## config.mk

```make
export PLATFORM = sky130hd
export DESIGN_NAME = luhs_decide
export DESIGN_NICKNAME = d
export VERILOG_FILES = /design/src/hdl/luhs_pkg.sv /design/src/hdl/luhs_decide.sv
export SDC_FILE = /design/constraint.sdc
export NUM_CORES = 1
export LEC_CHECK = 0
export ABC_AREA = 1
export BUFFER_PORTS_ARGS = -buffer_cell sky130_fd_sc_hd__buf_2
export CAP_MARGIN = 20
export CORE_UTILIZATION = 30
export DETAILED_ROUTE_END_ITERATION = 8
export RECOVER_POWER = 50
export SLEW_MARGIN = 20
export SYNTH_ARGS = -nofsm -noshare
export SYNTH_HDL_FRONTEND = slang
export SYNTH_SLANG_ARGS = --single-unit
```

## constraint.sdc

```tcl
create_clock -name vclk -period 5.1
set_clock_uncertainty 0.05 [all_clocks]
set_input_delay 1.275 -clock vclk [all_inputs]
set_output_delay 1.275 -clock vclk [all_outputs]
set_load 0.1 [all_outputs]
```

## src/hdl/luhs_pkg.sv

```systemverilog
// Shared types, constants and helpers for the load-use hazard stall counter.
package luhs_pkg;

	localparam int unsigned NumRegsDef = 128;
	localparam int RegW   = 7;
	localparam int StampW = 32;
	localparam int WordW  = StampW + 1;

	typedef logic [RegW-1:0]   reg_t;
	typedef logic [StampW-1:0] stamp_t;
	typedef logic [1:0]        stall_t;

	localparam stamp_t MemLat = 32'd3;
	localparam stamp_t AluLat = 32'd2;

	localparam stall_t StallNone = 2'd0;
	localparam stall_t StallOne  = 2'd1;
	localparam stall_t StallTwo  = 2'd2;

	// newest stamp and producer kind seen for one source
	typedef struct packed {
		logic   kind;
		stamp_t stamp;
	} src_info_t;

	// scoreboard update of one retiring item
	typedef struct packed {
		logic   we;
		reg_t   dst_a;
		reg_t   dst_b;
		logic   kind;
		stamp_t stamp;
	} commit_t;

	function automatic logic reg_ok(reg_t r, int unsigned n);
		return (r != '0) && (32'(r) < n);
	endfunction

endpackage

```

## src/hdl/luhs_decide.sv

```systemverilog
// Stall decision for one item from its source stamps and the carried state.
module luhs_decide import luhs_pkg::*; #(
	parameter int unsigned NUM_REGS = NumRegsDef
) (
	input  reg_t      src    [3],
	input  src_info_t info   [3],
	input  logic      is_mem,
	input  logic      is_store,
	input  stamp_t    cnt_next,
	input  stall_t    carry_q,
	input  logic      last_alu_q,
	output stall_t    stall,
	output stall_t    carry_next
);

	stall_t carry_dec;
	logic   alu_one, ltu_one, ltu_two;

	assign carry_dec = (carry_q != StallNone) ? carry_q - 2'd1 : StallNone;

	always_comb begin
		stamp_t d;
		logic   pend;
		alu_one = 1'b0;
		ltu_one = 1'b0;
		ltu_two = 1'b0;
		for (int i = 0; i < 3; i++) begin
			d    = info[i].stamp - cnt_next;
			pend = (d == 32'd1) || (d == 32'd2);
			// store data operand is forwarded late and never stalls
			if (reg_ok(src[i], NUM_REGS) && !(i == 0 && is_mem && is_store) && pend) begin
				if (!info[i].kind) begin
					alu_one = 1'b1;
				end else if (d == 32'd1) begin
					// a one-stall load-use right behind a two-stall one is absorbed
					if (carry_dec != StallOne || last_alu_q) begin
						ltu_one = 1'b1;
					end
				end else begin
					ltu_two = 1'b1;
				end
			end
		end
	end

	assign stall = ltu_two ? StallTwo :
		(ltu_one || alu_one) ? StallOne : StallNone;
	assign carry_next = ltu_two ? StallTwo : carry_dec;

endmodule

```

# Word level (Yosys, flattened, before mapping)
# Index checks and enable logic that the tools add are counted.
# word_totals
ram_bits,0
output_inout_bits,4
latchBits,0
mem_bits_ro,0
input_bits,157
reg_bits,0
n_memories,0
elab_cells,57
# op_classes
n_reduce_logical,15
shifts,0
n_lt_le_gt_ge,0
multipliers,0
mux,31
div,0
eq_ne,7
bitwise,0
add_sub_neg,4
# ops
operator,count
"32-bit by 1-bit equality test with 1-bit output, second input constant",3
"32-bit by 2-bit equality test with 1-bit output, second input constant",3
32-bit subtractor,3
1-bit 2-to-1 mux,28
7-bit nonzero test,3
2-bit 2-to-1 mux,3
1-bit logical AND,5
1-bit logical OR,5
"2-bit by 1-bit != test with 1-bit output, second input constant",1
2-bit nonzero test,1
"2-bit by 1-bit subtractor with 2-bit output, second input constant",1
1-bit zero test,1

# Depth between registers and ports, before layout
# Gate-level depths: netlist of run 1.
# logic_depth
depth_word,19
depth_mapped,22
depth_no_buf,21

# Least setup slack after synthesis of run 1
# No wires, ideal clock.
# synth_path
path_type,input to output
from,in info[0] in the netlist's numbering
to,out carry_next[0]
path_buffers,0
cell_stages,21
setup_slack_ps,-525
arrival_time_ps,4300
cell_sequence,inv_1 > ha_1 > inv_1 > fa_1 > nand2_1 > nand2_1 > nand3_1 > nand2_2 > nand2_2 > nand2_2 > nand2_1 > nand2_1 > nand2_1 > nand2_1 > nand2_1 > nand2_1 > nand4_1 > nor2_1 > nand3_1 > nand3_2 > nor2_1
# synth_between
elab_chain_len,6
# synth_rtl
element,line_no,text
start: declaration,luhs_decide.sv:6,"input src_info_t info [3],"
32-bit subtractor (*),luhs_decide.sv:28,d = info[i].stamp - cnt_next;
32-bit by 1-bit equality test with 1-bit output or 32-bit by 2-bit equality test with 1-bit output (tied branches),"luhs_decide.sv:29, luhs_decide.sv:34",
1-bit 2-to-1 mux or 1-bit logical OR (tied branches),"luhs_decide.sv:34, luhs_decide.sv:29",
1-bit 2-to-1 mux or 1-bit logical AND (tied branches),"luhs_decide.sv:32, luhs_decide.sv:31",
1-bit 2-to-1 mux (*),luhs_decide.sv:31,"if (reg_ok(src[i], NUM_REGS) && !(i == 0 && is_mem && is_store) && pend) begin"
via ltu_two,luhs_decide.sv:17,"logic alu_one, ltu_one, ltu_two;"
2-bit 2-to-1 mux (*),luhs_decide.sv:48,assign carry_next = ltu_two ? StallTwo : carry_dec;
end: declaration,luhs_decide.sv:13,output stall_t carry_next
# Mark *: on every way through the listed nets, which the timed path passes. The rest lies on a longest branch.

# Worst setup path in the final report of run 1
# layout_path
from,in cnt_next[6]
to,out stall[0]
# layout_between
elab_chain_len,16
# layout_rtl
element,line_no,text
start: declaration,luhs_decide.sv:9,"input stamp_t cnt_next,"
32-bit subtractor,luhs_decide.sv:28,
32-bit by 1-bit equality test with 1-bit output or 32-bit by 2-bit equality test with 1-bit output (tied branches),"luhs_decide.sv:29, luhs_decide.sv:34",
1-bit 2-to-1 mux or 1-bit logical OR (tied branches),"luhs_decide.sv:34, luhs_decide.sv:29",
1-bit 2-to-1 mux or 1-bit logical AND (tied branches),"luhs_decide.sv:32, luhs_decide.sv:31",
1-bit 2-to-1 mux,luhs_decide.sv:31,
1-bit 2-to-1 mux,luhs_decide.sv:36,if (carry_dec != StallOne || last_alu_q) begin
1-bit 2-to-1 mux,luhs_decide.sv:34,end else if (d == 32'd1) begin
1-bit 2-to-1 mux,luhs_decide.sv:32,if (!info[i].kind) begin
1-bit 2-to-1 mux,luhs_decide.sv:31,
1-bit 2-to-1 mux,luhs_decide.sv:36,
1-bit 2-to-1 mux,luhs_decide.sv:34,
1-bit 2-to-1 mux,luhs_decide.sv:32,
1-bit 2-to-1 mux,luhs_decide.sv:31,
1-bit logical OR,luhs_decide.sv:47,(ltu_one || alu_one) ? StallOne : StallNone;
1-bit 2-to-1 mux,luhs_decide.sv:47,
2-bit 2-to-1 mux (*),luhs_decide.sv:46,assign stall = ltu_two ? StallTwo :
end: declaration,luhs_decide.sv:12,"output stall_t stall,"
# Mark *: on every way between the ends. The rest lies on a longest branch, timed or not.

==> flow_results.org, run 1 <==
** Die
- I/O pin cnt :: 161
- In this run the horizontal extent of the chip is 162 um.
- DIE AREA :: 0.0263 sq mm
- In this run the vertical extent of the chip is 162 um.
- The core region is 0.0252 sq mm.
- The initial utilization of the core area, before any placement, comes to 30.6%.
- The floorplan has 58 rows.

** Power and ir drop
- Switching power :: 784 uW
- For this design the ratio of total power to cell area is 118 mW/mm^2.
- VDD IR max :: 0.0433 mV
- Of the total power, registers draw 0%.
- Switching share of total power :: 57.6%
- In this run the static leakage power is around 0.0067 uW.
- Combinational group share of total power :: 100.0%
- Internal power of the cells :: 576 uW
- Clock power share :: 0%

** Setup path
- The most critical setup path has its endpoint at stall[0].
- The most critical setup path has its startpoint at cnt_next[6].
- STA puts the critical path data required time at 3.77 ns.
- In this design, the critical path's most frequently occurring cell is sky130_fd_sc_hd__nand2_1.
- CP Launch Type :: primary input
- CP Capture Type :: primary output
- Critical path class :: primary input to primary output
- Longest individual stage delay on the worst path :: approximately 0.32 ns
- Ordered cell list for the critical path :: buf_2 -> inv_1 -> buf_4 -> ha_1 -> buf_4 -> nand2_4 -> nor2_2 -> nand3_2 -> nand4_1 -> nand3_1 -> nor2_1 -> nand2_1 -> nor2_4 -> nand2_1 -> nor3_4 -> nand3_1 -> nand2_1 -> nor2_2 -> nor2_4 -> buf_12
- Worst-path maximum fanout :: 4
- For the worst setup path, the data arrival time is 3.90 ns.
- Cell with the largest stage delay on the worst path :: sky130_fd_sc_hd__ha_1

** Logic synthesis
- The largest total area in the synthesized netlist belongs to sky130_fd_sc_hd__nand2_1.
- Synthesis produced 1611 cells.
- In this run, distinct cell masters in the synthesized netlist total 34.
- Yosys Warn Count :: 0
- Share of the yosys chip area belonging to registers :: 0%
- Top area cells in the synthesized netlist :: sky130_fd_sc_hd__nand2_1 (31%), sky130_fd_sc_hd__inv_1 (16%), sky130_fd_sc_hd__ha_1 (15%)
- Synthesized area :: a little under 0.008 sq mm
- Counting every net in the synthesized netlist gives 1865.
- Fraction of post-synthesis cell area in the top cell type by area :: 30.6%
- The average instance in the mapped netlist occupies 4.78 sq um.

** Drt
- For this run, design rule violations remaining after detail routing come to 0.
- Total Routed Length :: 32400 um
- The pre-antenna-repair detailed-routing pass consisted of 5 iterations.
- Wire per inst :: 14.1 um
- After detailed routing, the number of vias per cell comes to 4.84.
- For this block, the via count after detailed routing is 11143.
- After the first detailed-routing iteration, the DRC count stood at between 700 and 800.
- The count of nets left with antenna violations once routing finished came out at 0.

** Timing
- For the pin with the worst max-slew slack, the measured transition is 0.438 ns.
- RSZ-0062 raised after global routing :: true
- The number of failing hold endpoints at the final stage was 0.
- Across all setup checks in the final design, the least slack found is -0.122 ns.
- Total count of max-transition violations in the final report :: 0
- Remaining max-slew budget at the tightest pin :: 70.5%
- Dividing the final minimum period by the clock period gives 102%.
- Highest achievable clock rate :: 191 MHz
- Final worst hold slack :: 2.94 ns
- Final critical path time including I/O delays and setup :: approximately 5.2 ns
- Final number of setup-violating endpoints :: 4

** Placement
- Buffers on Ports :: between 150 and 200
- Timing analysis after detailed placement gives a worst setup slack of -0.268 ns.
- DP Cell Count :: 2285
- At the end of routability-driven placement, the weighted congestion stood at 0.991.
- Post-detail-place hpwl :: roughly 28000 um

** Outcome
- Violations in the final reports :: negative setup slack
- The flow ran to the end, but the final reports show violations.

** Final layout
- Fraction of final layout cells sized beyond drive strength 1 :: 30.4%
- The repair_antennas step left the layout with diodes totalling 0.
- The area growth from synthesis to layout is 49.9%.
- In the final design database the tool counted 2229 nets.
- In the final layout, the multi-input gates occupy 0.00743 sq mm.
- Clock buf count :: 0
- Number of filler instances in the final layout :: 2704
- Number of sequential storage elements :: 0
- Combined flip-flop and latch cell area :: 0 sq um
- Once layout is complete, the cells apart from fillers number 2303.

** Hold path
- Hold/Removal Path Class :: primary input to primary output
- Worst hold path depth :: 4

** Global route
- Final global-route overflow total :: 0
- Entering global routing, the biggest net connects 8 pins.
- The number of global-route vias before repair is approximately 11000.
- First-pass GRT wire length :: 50700 um
- Initial antenna violation count :: 0
- Aggregate global-route resource usage :: 24.0%

** Job
- Number of max-capacitance violations reported :: 0
## layout make-up
cell class,count,share of cell area (%)
Multi-Input combinational cell,1282,64.4
Tap cell,330,3.58
Timing Repair Buffer,365,21.3
Inverter,326,10.7
## power by group through the flow
stage,registers [uW],logic (uW),clock network [uW]
after floorplan,0,715,0
after global placement,0,1180,0
after detailed placement,0,1190,0
after CTS,0,1280,0
after global routing,0,1510,0
final,0,1360,0
## critical path, delay by kind of cell
kind	cells	cell delay [ns]
buffers and inverters	5	0.61
adder cells (fa/ha/maj)	1	0.32
AND/OR/NAND/NOR	14	1.69
## metrics by stage
stage / instance area (sq um) / TNS, ns / utilization, % / power [uW]
global route: 11500 / -0.887 / 45.8 / 1510
floorplan: 7730 / 0 / - / 715
detailed placement: 10400 / -0.936 / 41.3 / 1190
CTS: 11100 / -0.0616 / 44.1 / 1280
global placement: 10400 / -0.852 / 41.3 / 1180
finish: 11500 / -0.351 / 45.8 / 1360
## worst min-delay path by stage
stage	from	end	slack (ns)
2_1_floorplan	carry_q[1]	carry_next[0]	2.77
3_3_place_gp	carry_q[1]	carry_next[0]	2.91
3_5_place_dp	carry_q[1]	carry_next[0]	2.91
4_1_cts	carry_q[1]	carry_next[0]	2.93
5_1_grt	carry_q[1]	carry_next[0]	2.96
6_report	carry_q[1]	carry_next[0]	2.94
## placed cells by master, fill, tap and decap left out, types with 20 or more instances in the layout
master,n
sky130_fd_sc_hd__o21ai_0,24
sky130_fd_sc_hd__nor2_1,126
sky130_fd_sc_hd__ha_4,27
sky130_fd_sc_hd__nor2_2,41
sky130_fd_sc_hd__ha_1,59
sky130_fd_sc_hd__nand2_2,56
sky130_fd_sc_hd__inv_2,20
sky130_fd_sc_hd__a21oi_1,61
sky130_fd_sc_hd__nand3_1,110
sky130_fd_sc_hd__inv_1,303
sky130_fd_sc_hd__buf_4,197
sky130_fd_sc_hd__nand3_2,22
sky130_fd_sc_hd__nand4_1,37
sky130_fd_sc_hd__nand2_1,579
sky130_fd_sc_hd__buf_2,155
## kinds of logic after synthesis
logic type | count (synthesis) | synth area share [%]
xor gates and xnor gates | 13 | 1.48
AOI/OAI and AO/OA | 128 | 9.15
buffers and inverters | 329 | 16.2
adders and majority gates | 97 | 16.1
and+or+nand+nor | 1044 | 57.1
## repair_timing
action	in CTS	in global routing
buffers inserted	10	8
resized for setup	122	103
endpoints found under the setup margin	4	4
pin swaps	22	37
hold buffers	0	0
## layer usage
metal | part of all wire [%] | track usage, % | vias to the layer above | routed length, um
li1 | - | - | 5768 | -
met1 | 42 | 29.0 | 5001 | 13800
met2 | 50 | 45.3 | 307 | 16100
met3 | 4.4 | 0.664 | 67 | 1420
met4 | 3.6 | 7.85 | 0 | 1170
met5 | 0 | 0 | - | 0
## Yosys cell counts, drive strengths merged
| cell type | count |
|---|---|
| nand3b | 19 |
| and3 | 3 |
| o221ai | 1 |
| and2 | 2 |
| o21bai | 9 |
| a22o | 1 |
| a21boi | 2 |
| nor3 | 22 |
| nor4 | 5 |
| fa | 3 |
| ha | 94 |
| nand4 | 37 |
| a21o | 4 |
| xnor2 | 6 |
| o211ai | 2 |
| xor2 | 7 |
| nand3 | 137 |
| inv | 326 |
| nor3b | 1 |
| a21oi | 79 |
| nand2 | 641 |
| buf | 3 |
| nor2 | 176 |
| o21ai | 25 |
| a31oi | 5 |
| or2 | 1 |
Power figures use the tool's default switching activity.
==> run 2: changes to the inputs <==
CORE_UTILIZATION = 59   (was 30)
PLACE_DENSITY = 0.85   (was default)
==> run 2 against run 1 <==
Worst hold slack worse by 0.0038 ns. The run still ends with negative setup slack left. Combinational power is 13% lower. Critical endpoint is now carry_next[0]. Final cell count shrank 12%. Sequential share of layout area is the same. Final area is 13% lower. Count of clock-buffer cells in the layout unchanged. First-iteration DRC count rose by 65%. Total power is 13% lower. Routed wire length fell by 9.4%. Critical path depth down 2. Critical path type unchanged. Setup slack improved by 0.016 ns. Die area is 49% lower.
==> flow_results.org, run 2 (same netlist as run 1, synthesis figures left out) <==
** Drt
- Remaining antenna violation count :: 0 (unchanged)
- The DRC violation count after routing was 0 (unchanged).
- The total vias in the final route is 11353 (+1.9%).
- Iter 0 DRT Violations :: 1174 (+65%)
- The routed length per placed instance came to 14.5 um (+3.0%).
- Via count normalized by instance count :: 5.61 (+16%)
- The count of TritonRoute iterations in the first routing pass is 6 (+1).
- The wire length reported by the detailed router is 29400 um (-9.4%).

** Timing
- The number of failing hold endpoints at the final stage is 0 (unchanged).
- The final critical path time including I/O delays and setup was 5.21 ns (-0.0162 ns).
- Worst-Margin Slew :: 0.475 ns (+0.0366 ns)
- Final number of setup-violating endpoints :: 4 (unchanged)
- Worst setup margin :: -0.106 ns (+0.0162 ns)
- Period utilization :: 102% (-0.32 points)
- The maximum clock rate is 192 MHz (+0.31%).
- Total count of max-transition violations in the final report :: 0 (unchanged)
- Remaining max-slew budget at the tightest pin :: 68.2% (-2.3 points)
- RSZ-0062 raised after global routing :: true
- Final worst hold slack :: 2.93 ns (-0.00381 ns)

** Global route
- Vias in the first global route :: 9890 (-9.4%)
- Final global-route overflow total :: 0 (unchanged)
- Aggregate global-route resource usage :: 40.6% (+17 points)
- The global-route wire length before repair was 43500 um (-14%).
- Pin count of the biggest net entering global routing :: 8 (unchanged)
- The number of antenna violations at the first check in global routing was 1 (+1).

** Job
- The max capacitance violation total came to 0 (unchanged).

** Final layout
- The count of clock-net buffers in the final layout came to 0 (unchanged).
- The layout cell share with drive strength beyond 1 came to 22.4% (-8.0 points).
- Leaving out fill and tap cells, the most frequent cells in the layout are sky130_fd_sc_hd__nand2_1 (606), sky130_fd_sc_hd__inv_1 (296), sky130_fd_sc_hd__buf_2 (155), sky130_fd_sc_hd__nor2_1 (142), sky130_fd_sc_hd__nand3_1 (121).
- The register cell area after layout was 0 sq um (unchanged).
- The non-filler instance count after layout came to 2025 (-12%).
- Area delta synth->final :: 30.1%
- Count of nets after finishing :: 2108 (-5.4%)
- Number of sequential storage elements :: 0 (unchanged)
- Most common cell after layout, fill and taps aside :: sky130_fd_sc_hd__nand2_1
- The final-layout fill cell count is 1074 (-60%).
- Post-route standard cell area excluding fillers :: 0.0100 sq mm (-13%)

** Setup path
- Critical path class :: primary input to primary output
- Worst-path maximum fanout :: 5 (+1)
- Arrival time at the worst endpoint :: 3.88 ns (-0.02 ns)
- CP Capture Type :: primary output
- CP Launch Type :: primary input
- The data required time of the critical path is 3.77 ns (about the same).

** Placement
- Post-detail-place hpwl :: 24100 um (-14%)
- Total placed instance area :: 0.00938 sq mm (-9.9%)
- DP Cell Count :: 2018 (-12%)
- The routability congestion estimate from global placement is 0.991 (about the same).
- The quantity of I/O buffers inserted on ports came to 161 (unchanged).

** Die
- The floorplan die height is 116 um (-28%).
- Placement row count :: 41 (-29%)
- Core box area :: 0.0127 sq mm (-50%)
- The floorplan die area was 0.0135 sq mm (-49%).
- Overall die width :: 116 um (-28%)
- The initial core utilization came to 60.7% (+30 points).
- I/O pin cnt :: 161 (unchanged)

** Hold path
- The number of instances on the worst hold path came to 4 (unchanged).
- Hold/Removal Path Class :: primary input to primary output

** Power and ir drop
- Standby leakage power :: 0.00607 uW (-9.6%)
- VDD IR max :: 0.0818 mV (+89%)
- Power per Cell Area :: 119 mW/mm^2 (+0.63%)

** Clocking
- Hold-fix buffer count after cts :: 0 (unchanged)

** Outcome
- The checks that failed: negative setup slack.
- Status :: complete, but fails checks
## run 2: metal layers
layer	routed length [um]	vias up	track usage, %	part of all wire, %
met1	11300	5045	48.2	38
met5	0	-	0	0
li1	-	5551	-	-
met3	2320	170	4.00	7.9
met4	1740	0	20.0	5.9
met2	14000	587	73.1	48
## run 2: worst max-delay path, stage by stage
cell                       delay (ns)
sky130_fd_sc_hd__buf_2           0.11
sky130_fd_sc_hd__inv_2           0.09
sky130_fd_sc_hd__ha_2            0.32
sky130_fd_sc_hd__nand2_1         0.14
sky130_fd_sc_hd__inv_1           0.09
sky130_fd_sc_hd__a21oi_2         0.19
sky130_fd_sc_hd__nand2_2         0.10
sky130_fd_sc_hd__nand2_1         0.06
sky130_fd_sc_hd__nand2_1         0.06
sky130_fd_sc_hd__nor2_2          0.13
sky130_fd_sc_hd__o211ai_1        0.23
sky130_fd_sc_hd__nor2_1          0.23
sky130_fd_sc_hd__nand4_1         0.13
sky130_fd_sc_hd__nor2_2          0.15
sky130_fd_sc_hd__nand4_1         0.17
sky130_fd_sc_hd__nand3_4         0.19
sky130_fd_sc_hd__nor2_4          0.06
sky130_fd_sc_hd__buf_12          0.16
## run 2: final cells by class
cell class                 instances  area [sq um]  share of cell area (%)
antenna                            1          2.50                  0.0250
tap                              172           215                    2.15
timing repair buffer             244          1520                    15.2
multi-input combinational       1282          7040                    70.4
inverter                         326          1230                    12.3
## run 2: worst paths after layout
kind	from	to	slack, ns
max	cnt_next[5]	carry_next[0]	-0.11
min	carry_q[1]	carry_next[0]	2.93
## run 2: power by group
part	switching, uW	internal [uW]
sequential	0	0
clock	0	0.0000263
combinational	731	456
## run 2: stage by stage
step                      setup slack, ns  total power [uW]  TNS [ns]  util, %
after floorplan                   0.00604               715         0        -
after global placement            -0.0623              1030    -0.157     74.0
after detailed placement           -0.157              1060    -0.423     74.0
after CTS                         0.00320              1070         0     75.0
after global routing               -0.400              1310     -1.50     79.0
final                              -0.106              1190    -0.341     79.0
## run 2: what timing repair did
action,in CTS,in global routing
gates cloned,0,0
setup buffers,0,6
pin swaps,7,40
resized for setup,29,119
endpoints found under the setup margin,4,4
